File: config.mk
export PLATFORM = sky130hd
export DESIGN_NAME = wall_follow_drive_controller
export DESIGN_NICKNAME = d
export VERILOG_FILES = /design/src/design/wfdc_pkg.sv /design/src/design/wall_follow_drive_controller.sv /design/src/design/wfdc_cell.sv /design/src/design/wfdc_avg.sv /design/src/design/wfdc_calib.sv /design/src/design/wfdc_drive.sv
export SDC_FILE = /design/constraint.sdc
export NUM_CORES = 2
export LEC_CHECK = 0
export BUFFER_PORTS_ARGS = -buffer_cell sky130_fd_sc_hd__buf_2
export CAP_MARGIN = 20
export CORE_UTILIZATION = 55
export DETAILED_ROUTE_END_ITERATION = 8
export PLACE_DENSITY_LB_ADDON = 0.3
export SLEW_MARGIN = 20
export SYNTH_ARGS = -nofsm -noshare
export SYNTH_HDL_FRONTEND = slang
export SYNTH_SLANG_ARGS = --single-unit
File: constraint.sdc
create_clock -name clk -period 14.3 [get_ports clk]
set_input_delay 2.86 -clock clk [delete_from_list [all_inputs] [get_ports clk]]
set_output_delay 2.86 -clock clk [all_outputs]
set_load 0.005 [all_outputs]
File: src/design/wfdc_pkg.sv
// Shared types, register codes and fixed widths of the wall-follow drive controller.
`default_nettype none

package wfdc_pkg;

  localparam int GAIN_W     = 12;
  localparam int PWM_W      = 10;
  localparam int TURN_W     = 9;
  localparam int LVL_OUT_W  = 10;
  localparam int CALIB_W    = 18;
  localparam int COUNT_W    = 8;
  localparam int DRV_W      = 12;
  localparam int TURN_FRAC  = 20;
  localparam int CFG_IDX_W  = 3;
  localparam int CFG_DATA_W = 12;
  localparam int OUT_DATA_W = 56;

  typedef logic [CFG_IDX_W-1:0] cfg_idx_t;

  localparam cfg_idx_t IDX_GAIN     = 3'd0;
  localparam cfg_idx_t IDX_FORWARD  = 3'd1;
  localparam cfg_idx_t IDX_BACKWARD = 3'd2;
  localparam cfg_idx_t IDX_STOP     = 3'd3;
  localparam cfg_idx_t IDX_TURN_CAP = 3'd4;

  localparam logic [GAIN_W-1:0] GAIN_RST     = 12'd1229;
  localparam logic [PWM_W-1:0]  FORWARD_RST  = 10'd475;
  localparam logic [PWM_W-1:0]  BACKWARD_RST = 10'd325;
  localparam logic [PWM_W-1:0]  STOP_RST     = 10'd400;
  localparam logic [TURN_W-1:0] TURN_CAP_RST = 9'd7;

  typedef struct packed {
    logic [GAIN_W-1:0] gain_q12;
    logic [PWM_W-1:0]  cmp_fwd;
    logic [PWM_W-1:0]  cmp_bwd;
    logic [PWM_W-1:0]  cmp_halt;
    logic [TURN_W-1:0] turn_cap;
  } cfg_t;

  typedef struct packed {
    logic               stopped;
    logic               last;
    logic [CALIB_W-1:0] sum;
  } calib_info_t;

endpackage

`default_nettype wire

File: src/design/wall_follow_drive_controller.sv
// Top level of the wall-follow drive controller: channels, history chain and config registers.
//
// Usage:
//   in_*  : one word per ADC set; in_tdata holds photo, front IR and right IR samples.
//   out_* : one word per accepted set; out_tdata holds left and right drive compare
//           values and the three filtered levels, out_tuser flags calibration.
//   cfg_* : register writes (index 0 gain, 1 forward, 2 backward, 3 stop, 4 turn
//           limit); always ready, writes to indexes beyond 4 are dropped. Write only
//           while no word is in flight.
//   Pipeline: level, reference product, error and gain product stages, then the output register.
//   Throughput is one set per cycle while out_tready does not stall; it is set by the
//   per-channel running-sum loop (add, multiply by reciprocal, subtract) in each averager.
//   Reset: history chain and running sums clear, registers take their defaults and
//   the block calibrates over the first CALIB_SAMPLES sets (stop drive, tuser high
//   for all but the last of them). No clearing pass is needed.
//   Stall: when out_tready is low the output register holds; the pipeline keeps
//   taking sets until its bubbles fill, then in_tready drops.
`default_nettype none

module wall_follow_drive_controller #(
  parameter int SAMPLE_BITS   = 10,
  parameter int WINDOW        = 20,
  parameter int CALIB_SAMPLES = 200
) (
  input  wire logic                                      clk,
  input  wire logic                                      rst_n,
  // photo_sample, front_sample, right_sample from bit 0 up, zero padded
  input  wire logic                                      in_tvalid,
  output logic                                           in_tready,
  input  wire logic [((3*SAMPLE_BITS+7)/8)*8-1:0]        in_tdata,
  // left_drive, right_drive, photo_level, front_level, right_level from bit 0 up
  output logic                                           out_tvalid,
  input  wire logic                                      out_tready,
  output logic [wfdc_pkg::OUT_DATA_W-1:0]                out_tdata,
  // calibrating
  output logic                                           out_tuser,
  input  wire logic                                      cfg_valid,
  output logic                                           cfg_ready,
  input  wire wfdc_pkg::cfg_idx_t                        cfg_index,
  input  wire logic [wfdc_pkg::CFG_DATA_W-1:0]           cfg_data
);

  import wfdc_pkg::*;

  localparam int SB  = SAMPLE_BITS;
  localparam int LVW = 3 * SB;
  localparam int H   = WINDOW - 1;
  localparam logic [SB-1:0] SMAX = '1;

  logic              accept;
  logic [SB-1:0]     photo_in;
  logic [SB-1:0]     front_inv;
  logic [SB-1:0]     right_inv;
  logic [SB-1:0]     photo_lvl;
  logic [SB-1:0]     front_lvl;
  logic [SB-1:0]     right_lvl;
  logic [LVW-1:0]    tap [WINDOW];
  calib_info_t       info;
  cfg_t              cfg_r;
  logic [PWM_W-1:0]     drv_left;
  logic [PWM_W-1:0]     drv_right;
  logic [LVL_OUT_W-1:0] lvl_photo;
  logic [LVL_OUT_W-1:0] lvl_front;
  logic [LVL_OUT_W-1:0] lvl_right;
  logic                 calib;

  assign accept    = in_tvalid && in_tready;
  // IR samples read high for far walls: invert them to full scale minus sample
  assign photo_in  = in_tdata[0 +: SB];
  assign front_inv = SMAX - in_tdata[SB +: SB];
  assign right_inv = SMAX - in_tdata[2*SB +: SB];

  // the new level set enters the head of the chain
  assign tap[0] = {right_lvl, front_lvl, photo_lvl};

  // history chain: one cell per past level set, advance on every accepted word
  for (genvar k = 0; k < H; k++) begin : g_hist
    wfdc_cell #(.WIDTH(LVW)) u_cell (
      .clk      (clk),
      .rst_n    (rst_n),
      .shift_en (accept),
      .d        (tap[k]),
      .q        (tap[k+1])
    );
  end

  wfdc_avg #(.SAMPLE_BITS(SB), .WINDOW(WINDOW)) u_avg_photo (
    .clk    (clk),
    .rst_n  (rst_n),
    .en     (accept),
    .sample (photo_in),
    .oldest (tap[H][0 +: SB]),
    .level  (photo_lvl)
  );

  wfdc_avg #(.SAMPLE_BITS(SB), .WINDOW(WINDOW)) u_avg_front (
    .clk    (clk),
    .rst_n  (rst_n),
    .en     (accept),
    .sample (front_inv),
    .oldest (tap[H][SB +: SB]),
    .level  (front_lvl)
  );

  wfdc_avg #(.SAMPLE_BITS(SB), .WINDOW(WINDOW)) u_avg_right (
    .clk    (clk),
    .rst_n  (rst_n),
    .en     (accept),
    .sample (right_inv),
    .oldest (tap[H][2*SB +: SB]),
    .level  (right_lvl)
  );

  // calibration runs on the raw inverted right sample, not on its level
  wfdc_calib #(.SAMPLE_BITS(SB), .CALIB_SAMPLES(CALIB_SAMPLES)) u_calib (
    .clk       (clk),
    .rst_n     (rst_n),
    .en        (accept),
    .right_raw (right_inv),
    .info      (info)
  );

  wfdc_drive #(.SAMPLE_BITS(SB), .CALIB_SAMPLES(CALIB_SAMPLES)) u_drive (
    .clk       (clk),
    .rst_n     (rst_n),
    .in_valid  (in_tvalid),
    .in_ready  (in_tready),
    .in_lvl    (tap[0]),
    .in_info   (info),
    .cfg       (cfg_r),
    .out_valid (out_tvalid),
    .out_ready (out_tready),
    .drv_left  (drv_left),
    .drv_right (drv_right),
    .lvl_photo (lvl_photo),
    .lvl_front (lvl_front),
    .lvl_right (lvl_right),
    .calib     (calib)
  );

  assign out_tdata = {{(OUT_DATA_W - 2*PWM_W - 3*LVL_OUT_W){1'b0}},
                      lvl_right, lvl_front, lvl_photo, drv_right, drv_left};
  assign out_tuser = calib;

  // configuration registers: take every write, drop unknown indexes
  assign cfg_ready = 1'b1;

  always_ff @(posedge clk) begin
    if (!rst_n) begin
      cfg_r.gain_q12 <= GAIN_RST;
      cfg_r.cmp_fwd  <= FORWARD_RST;
      cfg_r.cmp_bwd  <= BACKWARD_RST;
      cfg_r.cmp_halt <= STOP_RST;
      cfg_r.turn_cap <= TURN_CAP_RST;
    end else if (cfg_valid) begin
      case (cfg_index)
        IDX_GAIN:     cfg_r.gain_q12 <= cfg_data[GAIN_W-1:0];
        IDX_FORWARD:  cfg_r.cmp_fwd  <= cfg_data[PWM_W-1:0];
        IDX_BACKWARD: cfg_r.cmp_bwd  <= cfg_data[PWM_W-1:0];
        IDX_STOP:     cfg_r.cmp_halt <= cfg_data[PWM_W-1:0];
        IDX_TURN_CAP: cfg_r.turn_cap <= cfg_data[TURN_W-1:0];
        default: begin
        end
      endcase
    end
  end

endmodule

`default_nettype wire

File: src/design/wfdc_cell.sv
// One history cell: holds a set of past levels and hands it on at each accepted word.
`default_nettype none

module wfdc_cell #(
  parameter int WIDTH = 30
) (
  input  wire logic             clk,
  input  wire logic             rst_n,
  input  wire logic             shift_en,
  input  wire logic [WIDTH-1:0] d,
  output logic      [WIDTH-1:0] q
);

  logic [WIDTH-1:0] q_r;

  always_ff @(posedge clk) begin
    if (!rst_n) begin
      q_r <= '0;
    end else if (shift_en) begin
      q_r <= d;
    end
  end

  assign q = q_r;

endmodule

`default_nettype wire

File: src/design/wfdc_avg.sv
// Recursive average of one channel: running history sum and reciprocal divide.
`default_nettype none

module wfdc_avg #(
  parameter int SAMPLE_BITS = 10,
  parameter int WINDOW      = 20
) (
  input  wire logic                   clk,
  input  wire logic                   rst_n,
  input  wire logic                   en,
  input  wire logic [SAMPLE_BITS-1:0] sample,
  input  wire logic [SAMPLE_BITS-1:0] oldest,
  output logic      [SAMPLE_BITS-1:0] level
);

  localparam int LW = $clog2(WINDOW);
  localparam int NW = SAMPLE_BITS + LW;
  localparam int SH = NW + LW;
  localparam int MW = NW + 2;
  localparam int PW = NW + MW;
  // round-up reciprocal: exact floor division for any NW-bit numerator
  localparam logic [63:0] RECIP64 =
    ((64'd1 << SH) + 64'(WINDOW) - 64'd1) / 64'(WINDOW);
  localparam logic [MW-1:0] RECIP = RECIP64[MW-1:0];
  localparam logic [63:0] SUM_MAX64 =
    64'(WINDOW - 1) * ((64'd1 << SAMPLE_BITS) - 64'd1);
  localparam logic [NW-1:0] SUM_MAX = SUM_MAX64[NW-1:0];

  logic [NW-1:0] hist_sum_r;
  logic [NW-1:0] hist_sum_nxt;
  logic [NW-1:0] numer;
  logic [PW-1:0] prod;

  always_comb begin
    numer        = NW'(sample) + hist_sum_r;
    prod         = {{MW{1'b0}}, numer} * {{NW{1'b0}}, RECIP};
    level        = prod[SH +: SAMPLE_BITS];
    // add the new level, drop the one leaving the last cell
    hist_sum_nxt = hist_sum_r + NW'(level) - NW'(oldest);
  end

  always_ff @(posedge clk) begin
    if (!rst_n) begin
      hist_sum_r <= '0;
    end else if (en) begin
      hist_sum_r <= hist_sum_nxt;
    end
  end

  a_sum_bound: assert property (@(posedge clk) disable iff (!rst_n)
    hist_sum_r <= SUM_MAX)
    else $error("history sum beyond full window");

endmodule

`default_nettype wire

File: src/design/wfdc_calib.sv
// Start-up calibration: counts items and sums inverted right samples.
`default_nettype none

module wfdc_calib
  import wfdc_pkg::calib_info_t;
#(
  parameter int SAMPLE_BITS   = 10,
  parameter int CALIB_SAMPLES = 200
) (
  input  wire logic                   clk,
  input  wire logic                   rst_n,
  input  wire logic                   en,
  input  wire logic [SAMPLE_BITS-1:0] right_raw,
  output calib_info_t                 info
);

  import wfdc_pkg::*;

  localparam logic [COUNT_W-1:0] COUNT_END = COUNT_W'(CALIB_SAMPLES);

  logic               active_r;
  logic [COUNT_W-1:0] count_r;
  logic [CALIB_W-1:0] sum_r;
  logic [COUNT_W-1:0] count_inc;
  logic [CALIB_W-1:0] sum_inc;
  logic               hit;

  always_comb begin
    count_inc    = count_r + COUNT_W'(1);
    sum_inc      = ((count_r == '0) ? '0 : sum_r) + CALIB_W'(right_raw);
    hit          = (count_inc == COUNT_END);
    info.stopped = active_r && !hit;
    info.last    = active_r && hit;
    info.sum     = sum_inc;
  end

  always_ff @(posedge clk) begin
    if (!rst_n) begin
      active_r <= 1'b1;
      count_r  <= '0;
      sum_r    <= '0;
    end else if (en && active_r) begin
      count_r  <= hit ? '0 : count_inc;
      sum_r    <= sum_inc;
      active_r <= !hit;
    end
  end

  a_no_reentry: assert property (@(posedge clk) disable iff (!rst_n)
    !active_r |=> !active_r)
    else $error("calibration restarted without reset");

  a_count_range: assert property (@(posedge clk) disable iff (!rst_n)
    active_r |-> (count_r < COUNT_END))
    else $error("calibration count ran past its end");

  a_last_ends: assert property (@(posedge clk) disable iff (!rst_n)
    (en && info.last) |=> !active_r)
    else $error("last calibration item did not end calibration");

endmodule

`default_nettype wire

File: src/design/wfdc_drive.sv
// Steering pipeline: reference divide, error times gain, turn limit and drive clamp.
`default_nettype none

module wfdc_drive #(
  parameter int SAMPLE_BITS   = 10,
  parameter int CALIB_SAMPLES = 200
) (
  input  wire logic                             clk,
  input  wire logic                             rst_n,
  input  wire logic                             in_valid,
  output logic                                  in_ready,
  input  wire logic [3*SAMPLE_BITS-1:0]         in_lvl,
  input  wfdc_pkg::calib_info_t                 in_info,
  input  wfdc_pkg::cfg_t                        cfg,
  output logic                                  out_valid,
  input  wire logic                             out_ready,
  output logic [wfdc_pkg::PWM_W-1:0]            drv_left,
  output logic [wfdc_pkg::PWM_W-1:0]            drv_right,
  output logic [wfdc_pkg::LVL_OUT_W-1:0]        lvl_photo,
  output logic [wfdc_pkg::LVL_OUT_W-1:0]        lvl_front,
  output logic [wfdc_pkg::LVL_OUT_W-1:0]        lvl_right,
  output logic                                  calib
);

  import wfdc_pkg::*;

  localparam int SB   = SAMPLE_BITS;
  localparam int LVW  = 3 * SB;
  localparam int CLOG = $clog2(CALIB_SAMPLES);
  localparam int RSH  = 26 + CLOG;
  localparam int RMW  = 28;
  localparam int RPW  = CALIB_W + RMW;
  localparam logic [63:0] RM64 =
    ((64'd1 << RSH) + 64'(CALIB_SAMPLES) - 64'd1) / 64'(CALIB_SAMPLES);
  localparam logic [RMW-1:0] RM = RM64[RMW-1:0];
  localparam int DW   = ((SB + 8 > CALIB_W) ? SB + 8 : CALIB_W) + 1;
  localparam int PW   = DW + GAIN_W + 1;
  localparam int TW   = PW - TURN_FRAC;

  function automatic logic [PWM_W-1:0] clamp_drv(
    input logic signed [DRV_W-1:0] v,
    input logic [PWM_W-1:0]        hi,
    input logic [PWM_W-1:0]        lo
  );
    logic signed [DRV_W-1:0] x;
    x = v;
    if (x > $signed({2'b00, hi})) x = $signed({2'b00, hi});
    if (x < $signed({2'b00, lo})) x = $signed({2'b00, lo});
    return x[PWM_W-1:0];
  endfunction

  // stage 1: levels and calibration outcome
  logic               v1_r;
  logic [LVW-1:0]     lv1_r;
  calib_info_t        info1_r;
  // stage 2: reference product
  logic               v2_r;
  logic [LVW-1:0]     lv2_r;
  logic               stop2_r;
  logic               last2_r;
  logic [RPW-1:0]     rprod2_r;
  // stage 3: signed error
  logic               v3_r;
  logic [LVW-1:0]     lv3_r;
  logic               stop3_r;
  logic signed [DW-1:0] diff3_r;
  // stage 4: gain product
  logic               v4_r;
  logic [LVW-1:0]     lv4_r;
  logic               stop4_r;
  logic signed [PW-1:0] prod4_r;
  // output register
  logic               vo_r;
  logic [PWM_W-1:0]   left_o_r;
  logic [PWM_W-1:0]   right_o_r;
  logic [LVW-1:0]     lvo_r;
  logic               calib_o_r;

  logic [CALIB_W-1:0] reference_r;

  logic rdy1, rdy2, rdy3, rdy4, rdy_o;
  logic ref_load;
  logic [CALIB_W-1:0] ref_sel;
  logic [RPW-1:0]     rprod_nxt;
  logic signed [DW-1:0] diff_nxt;
  logic signed [PW-1:0] prod_nxt;
  logic signed [TW-1:0] t_quo;
  logic signed [TW-1:0] t_max;
  logic signed [TW-1:0] turn_lim;
  logic signed [DRV_W-1:0] turn_d;
  logic signed [DRV_W-1:0] fwd_s;
  logic signed [DRV_W-1:0] stop_s;
  logic signed [DRV_W-1:0] left_raw;
  logic signed [DRV_W-1:0] right_raw;

  always_comb begin
    rdy_o    = !vo_r || out_ready;
    rdy4     = !v4_r || rdy_o;
    rdy3     = !v3_r || rdy4;
    rdy2     = !v2_r || rdy3;
    rdy1     = !v1_r || rdy2;
    in_ready = rdy1;

    rprod_nxt = RPW'(info1_r.sum) * RPW'(RM);

    ref_load = rdy3 && v2_r && last2_r;
    ref_sel  = last2_r ? rprod2_r[(RSH - 8) +: CALIB_W] : reference_r;
    diff_nxt = $signed({{(DW - CALIB_W){1'b0}}, ref_sel})
             - $signed({{(DW - SB - 8){1'b0}}, lv2_r[2*SB +: SB], 8'b0});

    prod_nxt = PW'($signed({1'b0, cfg.gain_q12})) * PW'(diff3_r);

    // quotient by 2^20 truncated toward zero
    t_quo = $signed(prod4_r[PW-1:TURN_FRAC])
          + TW'(prod4_r[PW-1] && (prod4_r[TURN_FRAC-1:0] != '0));
    t_max = $signed({{(TW - TURN_W){1'b0}}, cfg.turn_cap});
    if (t_quo > t_max) begin
      turn_lim = t_max;
    end else if (t_quo < -t_max) begin
      turn_lim = -t_max;
    end else begin
      turn_lim = t_quo;
    end
    turn_d = turn_lim[DRV_W-1:0];

    fwd_s  = $signed({2'b00, cfg.cmp_fwd});
    stop_s = $signed({2'b00, cfg.cmp_halt});
    left_raw  = stop4_r ? stop_s : fwd_s - turn_d;
    right_raw = stop4_r ? stop_s : fwd_s + turn_d;
  end

  always_ff @(posedge clk) begin
    if (!rst_n) begin
      v1_r        <= 1'b0;
      v2_r        <= 1'b0;
      v3_r        <= 1'b0;
      v4_r        <= 1'b0;
      vo_r        <= 1'b0;
      reference_r <= '0;
    end else begin
      if (rdy1) v1_r <= in_valid;
      if (rdy2) v2_r <= v1_r;
      if (rdy3) v3_r <= v2_r;
      if (rdy4) v4_r <= v3_r;
      if (rdy_o) vo_r <= v4_r;
      if (ref_load) reference_r <= ref_sel;
    end
  end

  always_ff @(posedge clk) begin
    if (rdy1) begin
      lv1_r   <= in_lvl;
      info1_r <= in_info;
    end
    if (rdy2) begin
      lv2_r    <= lv1_r;
      stop2_r  <= info1_r.stopped;
      last2_r  <= info1_r.last;
      rprod2_r <= rprod_nxt;
    end
    if (rdy3) begin
      lv3_r   <= lv2_r;
      stop3_r <= stop2_r;
      diff3_r <= diff_nxt;
    end
    if (rdy4) begin
      lv4_r   <= lv3_r;
      stop4_r <= stop3_r;
      prod4_r <= prod_nxt;
    end
    if (rdy_o) begin
      lvo_r     <= lv4_r;
      calib_o_r <= stop4_r;
      left_o_r  <= clamp_drv(left_raw, cfg.cmp_fwd, cfg.cmp_bwd);
      right_o_r <= clamp_drv(right_raw, cfg.cmp_fwd, cfg.cmp_bwd);
    end
  end

  assign out_valid = vo_r;
  assign drv_left  = left_o_r;
  assign drv_right = right_o_r;
  assign lvl_photo = LVL_OUT_W'(lvo_r[0 +: SB]);
  assign lvl_front = LVL_OUT_W'(lvo_r[SB +: SB]);
  assign lvl_right = LVL_OUT_W'(lvo_r[2*SB +: SB]);
  assign calib     = calib_o_r;

  a_ref_only_at_end: assert property (@(posedge clk) disable iff (!rst_n)
    ($past(rst_n) && !$stable(reference_r)) |-> $past(ref_load))
    else $error("reference changed outside the last calibration item");

  a_stopped_even: assert property (@(posedge clk) disable iff (!rst_n)
    (vo_r && calib_o_r) |-> (left_o_r == right_o_r))
    else $error("unequal drives while stopped");

endmodule

`default_nettype wire

# Yosys cells after proc, flatten, opt, wreduce, memory -nomap -nowiden
# Index checks and enable logic that the tools add are counted.
[word_totals] reg_bits=1005 latch_bits=0 ramBits=0 rom_bits=0 in_bits=52 output_inout_bits=60 elab_cells=127 n_memories=0
[op_classes] addsub=18 n_mul=5 div=0 n_lt_le_gt_ge=6 eq_ne=5 n_shift=0 muxes=13 bitwise=0 n_reduce_logical=26
[ops] operator="12-bit 2-to-1 mux" n=8
[ops] operator="15-bit by 16-bit multiplier with 30-bit output (second input constant)" n=3
[ops] operator="10-bit by 15-bit adder with 15-bit output" n=3
[ops] operator="15-bit by 10-bit adder with 15-bit output" n=3
[ops] operator="15-bit by 10-bit subtractor with 15-bit output" n=3
[ops] operator="18-bit by 26-bit multiplier with 43-bit output (second input constant)" n=1
[ops] operator="18-bit 2-to-1 mux" n=2
[ops] operator="13-bit by 19-bit multiplier with 32-bit output" n=1
[ops] operator="12-bit by 11-bit greater-than comparator with 1-bit output" n=2
[ops] operator="12-bit by 11-bit < comparator with 1-bit output" n=2
[ops] operator="10-bit 2-to-1 mux" n=2
[ops] operator="20-bit nonzero test" n=1
[ops] operator="10-bit subtractor (first input constant)" n=2
[ops] operator="18-bit by 18-bit subtractor with 19-bit output" n=1
[ops] operator="18-bit by 10-bit adder with 18-bit output" n=1
[ops] operator="11-bit by 12-bit adder with 12-bit output" n=1
[ops] operator="12-bit by 1-bit adder with 12-bit output" n=1
[ops] operator="12-bit by 10-bit greater-than comparator with 1-bit output" n=1
[ops] operator="12-bit < comparator" n=1
[ops] operator="9-bit negator with 12-bit output" n=1
[ops] operator="11-bit by 12-bit subtractor with 12-bit output" n=1
[ops] operator="2-bit AND reduction" n=5
[ops] operator="8-bit by 1-bit adder with 8-bit output (second input constant)" n=1
[ops] operator="8-bit == test (second input constant)" n=1
[ops] operator="other kinds (9)" n=25

# Depth between registers and ports, before layout
[logic_depth] ltp_word=13 mapped_depth=49

# Cells and area by module
# From an unflattened synthesis, not the netlist that was laid out.
[hier_totals] hier_cells=6687 area_unflattened_um2=71516.1
[by_module_without_submodules] module="wfdc_drive" instances=1 cells_per_inst=2478 area_each_um2=27664.0 seq_area_each_um2=8388.0
[by_module_without_submodules] module="wfdc_cell" instances=19 cells_per_inst=97 area_each_um2=1171.1 seq_area_each_um2=600.6
[by_module_without_submodules] module="wfdc_avg" instances=3 cells_per_inst=617 area_each_um2=5751.8 seq_area_each_um2=300.3
[by_module_without_submodules] module="wfdc_calib" instances=1 cells_per_inst=291 area_each_um2=2185.8 seq_area_each_um2=540.5
[by_module_without_submodules] module="wall_follow_drive_controller" instances=1 cells_per_inst=224 area_each_um2=2159.6 seq_area_each_um2=1021.0

# Worst setup path before layout
# Ideal clock, no wire load.
[synth_path] kind="input to register" startpoint="in in_tdata[20]" endpoint="reg u_avg_right.hist_sum_r[14]" setup_time_ps=72 arrival_time_ps=12391 required_ps=14228 slack_ps=1837 stages=47 path_buffers=0 path_cell_list="inv_1 -> ha_1 -> inv_1 -> fa_1 -> inv_1 -> a21oi_1 -> o21bai_1 -> a21oi_1 -> o21bai_1 -> a21oi_1 -> o21bai_1 -> a21o_1 -> a21o_1 -> nand3_1 -> xnor2_1 -> ha_1 -> fa_1 -> inv_1 -> [11 not listed] -> nor3_1 -> nor2_1 -> o21bai_1 -> xor2_1 -> fa_1 -> ha_1 -> nor2b_1 -> o21ai_0 -> a21boi_0 -> o21ai_0 -> a21boi_0 -> o21ai_0 -> a21oi_1 -> o21ai_0 -> a21oi_1 -> a31oi_1 -> mux2i_1 -> mux2i_1"
[synth_via] elab_chain_cells=5
[synth_lines] element="start: declaration" line_no="wall_follow_drive_controller.sv:30" source="input wire logic [((3*SAMPLE_BITS+7)/8)*8-1:0] in_tdata,"
[synth_lines] element="10-bit subtractor" line_no="wall_follow_drive_controller.sv:71" source="assign right_inv = SMAX - in_tdata[2*SB +: SB];"
[synth_lines] element="10-bit by 15-bit adder with 15-bit output" line_no="wfdc_avg.sv:35" source="numer = NW'(sample) + hist_sum_r;"
[synth_lines] element="15-bit by 16-bit multiplier with 30-bit output" line_no="wfdc_avg.sv:36" source="prod = {{MW{1'b0}}, numer} * {{NW{1'b0}}, RECIP};"
[synth_lines] element="net g_hist[0].u_cell.d[22]" line_no="wfdc_cell.sv:10" source="input wire logic [WIDTH-1:0] d,"
[synth_lines] element="15-bit by 10-bit adder with 15-bit output" line_no="wfdc_avg.sv:39" source="hist_sum_nxt = hist_sum_r + NW'(level) - NW'(oldest);"
[synth_lines] element="15-bit by 10-bit subtractor with 15-bit output" line_no="wfdc_avg.sv:39"
[synth_lines] element="end signal: assignment" line_no="wfdc_avg.sv:46" source="hist_sum_r <= hist_sum_nxt;"
[synth_lines] element="end: declaration" line_no="wfdc_avg.sv:29" source="logic [NW-1:0] hist_sum_r;"
# The timed path passes the listed nets, and every way through them passes these cells.
# A chain may end at the register's enable or synchronous reset.

# Worst setup path in the final report
# Ends and elaborated chain as after synthesis.

==> results.toml <==
[route]
dr.pass1.iters = 6
drc_errors = 0
drtAntennaViolNets = 0
wl_per_cell_um = 15.88
via_count = 46390
drt_iter0_drc = 3202
drt_wl_total_um = 138300
via_per_inst = 5.325

[timing]
period_share = 0.9212
slew-limit-headroom = 0.2577
setup_tns_ns = 0
hold_viol_final = 0
fmax_ghz = 0.07591
skew_ns = 0.05461
rsz0062_at_grt = "false"
fin_hold_ws_ns = 0.4150
slew_viol_final = 0
setup_violations = 0
fin_crit_ns = 13.17
worstMarginPinSlew_ns = 1.113

[run_status]
status = "completed"

[clock_tree]
cts_num_sinks = 980
ctsResizeCount = 0
cts_tree = "built"
cts_hold_buf = 0
clk_pin_slew_worst_paths_ns = 0.06
ctsHtreeMaxLevel = 3
clock_latency_ns = 0.69
post_cts_buffers = 0
clockRootBuffer = "clkbuf_16"
clock_path_buffers = 3
numCtsBuffers = 100

[floorplanning]
ioPinCount = 112
dieArea_um2 = 121100
die_y_um = 348.0
std_cell_rows = 126
die_w_um = 348.0
initial_core_util = 0.5563
core_um2 = 118400

[logic_synthesis]
yosys_warnings = 0
ys_seq_elements = 980
syn_inst = 7087
async_reset_ff_frac = 0
ys.flop_type = "dfxtp_1"
synth_xor_area_frac = 0.02686
yosys.area_share.simple = 0.1360
ys_types = 79
ys_seq_area_frac = 0.3380
syn-cell-area_um2 = 65860
avgSynthCellArea_um2 = 9.293
synth_top_family_by_area = "adder cells"
synth_compound_area_frac = 0.1020
synth_mux_area_frac = 0.01252
synth_adder_area_share = 0.3138
synth-edff-count = 264

[critical_path]
path_buf_inv = 7
end_kind = "flop"
cp_common_cell = "fa_1"
critPathLaunchType = "input port"
r2r_slack_ns = 2.65
critical_path_required_ns = 14.91
critPathSlowestCell = "fa_1"
slowest_delay_ns = 0.59
criticalPathCategory = "input port to flop"
worstPathArrival_ns = 13.79
crit_family = "adder cells"
crit_fanout = 3

[placed_design]
portBuffers = 102
routabilityCongestion = 0.9088
dp.final_hpwl_um = 103800

[global_route]
grt_max_degree = 247
grt_pass1_vias = 46770
grt_pass1_wl_um = 231200
grt-ovfl-total = 0
antenna_found_initial = 5
track_usage = 0.2329

[final_layout]
drive_gt1_frac = 0.05092
fillCellCount = 9984
fin_nets = 8392
syn_to_final_growth_pct = 7.485

[job]
maxCapViolations = 0

[min_path]
hp-class = "flop to flop"
cell usage in the layout (no fill, tap or decap), drive strengths merged, types with 129 or more instances in the layout:
| cell | synthesis | routed |
|---|---|---|
| ha | 756 | 756 |
| nand2 | 1496 | 1496 |
| edfxtp | 264 | 264 |
| fa | 560 | 560 |
| nor2 | 182 | 182 |
| buf | 17 | 129 |
| inv | 931 | 937 |
| and2 | 132 | 132 |
| clkbuf | 282 | 144 |
| a21oi | 784 | 784 |
| dfxtp | 716 | 716 |
| xnor2 | 148 | 148 |
cells by family after synthesis:
logic type / after synthesis
other: 2
flip-flops: 980
AO/OA/AOI/OAI: 1173
adder cells (fa/ha/maj): 1316
AND/OR/NAND/NOR: 2110
buffers and inverters: 1231
multiplexers: 73
XOR/XNOR: 202
metrics by stage:
step,utilization,cells,setup WS [ns],instance area (um^2)
finish,0.5979,8711,1.127,70790
global route,0.5979,8709,0.3380,70780
CTS,0.5978,8709,1.152,70780
detailed placement,0.5705,8522,0.5035,67540
global placement,0.5705,8522,0.5804,67540
floorplan,-,7092,1.837,65880
final timing paths:
path,endpoint,start,depth (start not counted)
worst max-delay path,u_avg_right.hist_sum_r[14],in_tdata[20],49
worst min register to register,u_drive.lv4_r[21],u_drive.lv3_r[21],0
worst max register to register,u_drive.drv_left[9],u_drive.prod4_r[2],43
worst min-delay path,u_drive.lv4_r[21],u_drive.lv3_r[21],0
flip-flops by register name (all words and copies together) (netlist names), 8 cells and up:
name                    flops
u_avg_right.hist_sum_r     15
u_drive.lv1_r              30
u_drive.lv3_r              30
u_avg_photo.hist_sum_r     15
cfg_r                      51
u_drive.rprod2_r           18
u_drive.diff3_r            19
u_drive.reference_r        18
g_hist.u_cell.q           570
u_drive.info1_r            20
u_calib.sum_r              18
u_drive.lv2_r              30
u_drive.lvo_r              30
u_drive.lv4_r              30
u_calib.count_r             8
u_drive.drv_left           10
u_avg_front.hist_sum_r     15
u_drive.prod4_r            32
u_drive.drv_right          10
cell usage after synthesis, types with 16 or more instances:
master    instances  area, um^2
xnor2_1         148        1296
nand2b_1         21       131.4
o211ai_1         24       180.2
o21ai_0         106       530.5
ha_1            756        9459
xor2_1           54       473.0
nand2_1        1496        5615
a31oi_1          20       125.1
nand4_1          21       131.4
dfxtp_1         716       14330
o21a_1           16       120.1
o21bai_1         36       270.3
and3_1           19       118.9
nor2_1          181       679.4
a21o_1           82       615.6
edfxtp_1        264        7928
mux2_2           28       315.3
nor2b_1          50       312.8
a211oi_1         20       150.1
inv_1           931        3495
nor3_1           47       235.2
a21oi_1         781        3909
and2_1          132       825.8
clkbuf_1        282        1059
or3_1            19       118.9
mux2i_1          34       340.3
fa_1            560       11210
nand3_1          61       305.3
per-layer routing:
layer / track usage / up-vias / share of wire
li1: - / 22810 / -
met4: 0.06051 / 0 / 0.022
met5: 0 / - / 0
met2: 0.4022 / 783 / 0.49
met1: 0.3128 / 22590 / 0.45
met3: 0.02286 / 203 / 0.039
cell type report:
class	count	area [um^2]	area share
Sequential cell	980	22260	0.3145
Antenna cell	2	5.005	0.00007070
Multi-Input combinational cell	4881	39010	0.5511
Clock buffer	144	2823	0.03987
Timing Repair Buffer	129	763.2	0.01078
Inverter	932	3506	0.04953
Clock inverter	43	414.1	0.005850
Tap cell	1600	2002	0.02828
Power is left out: the tool's default activity adds up to more than one toggle a clock period on the data nets, which glitch-free logic cannot reach.
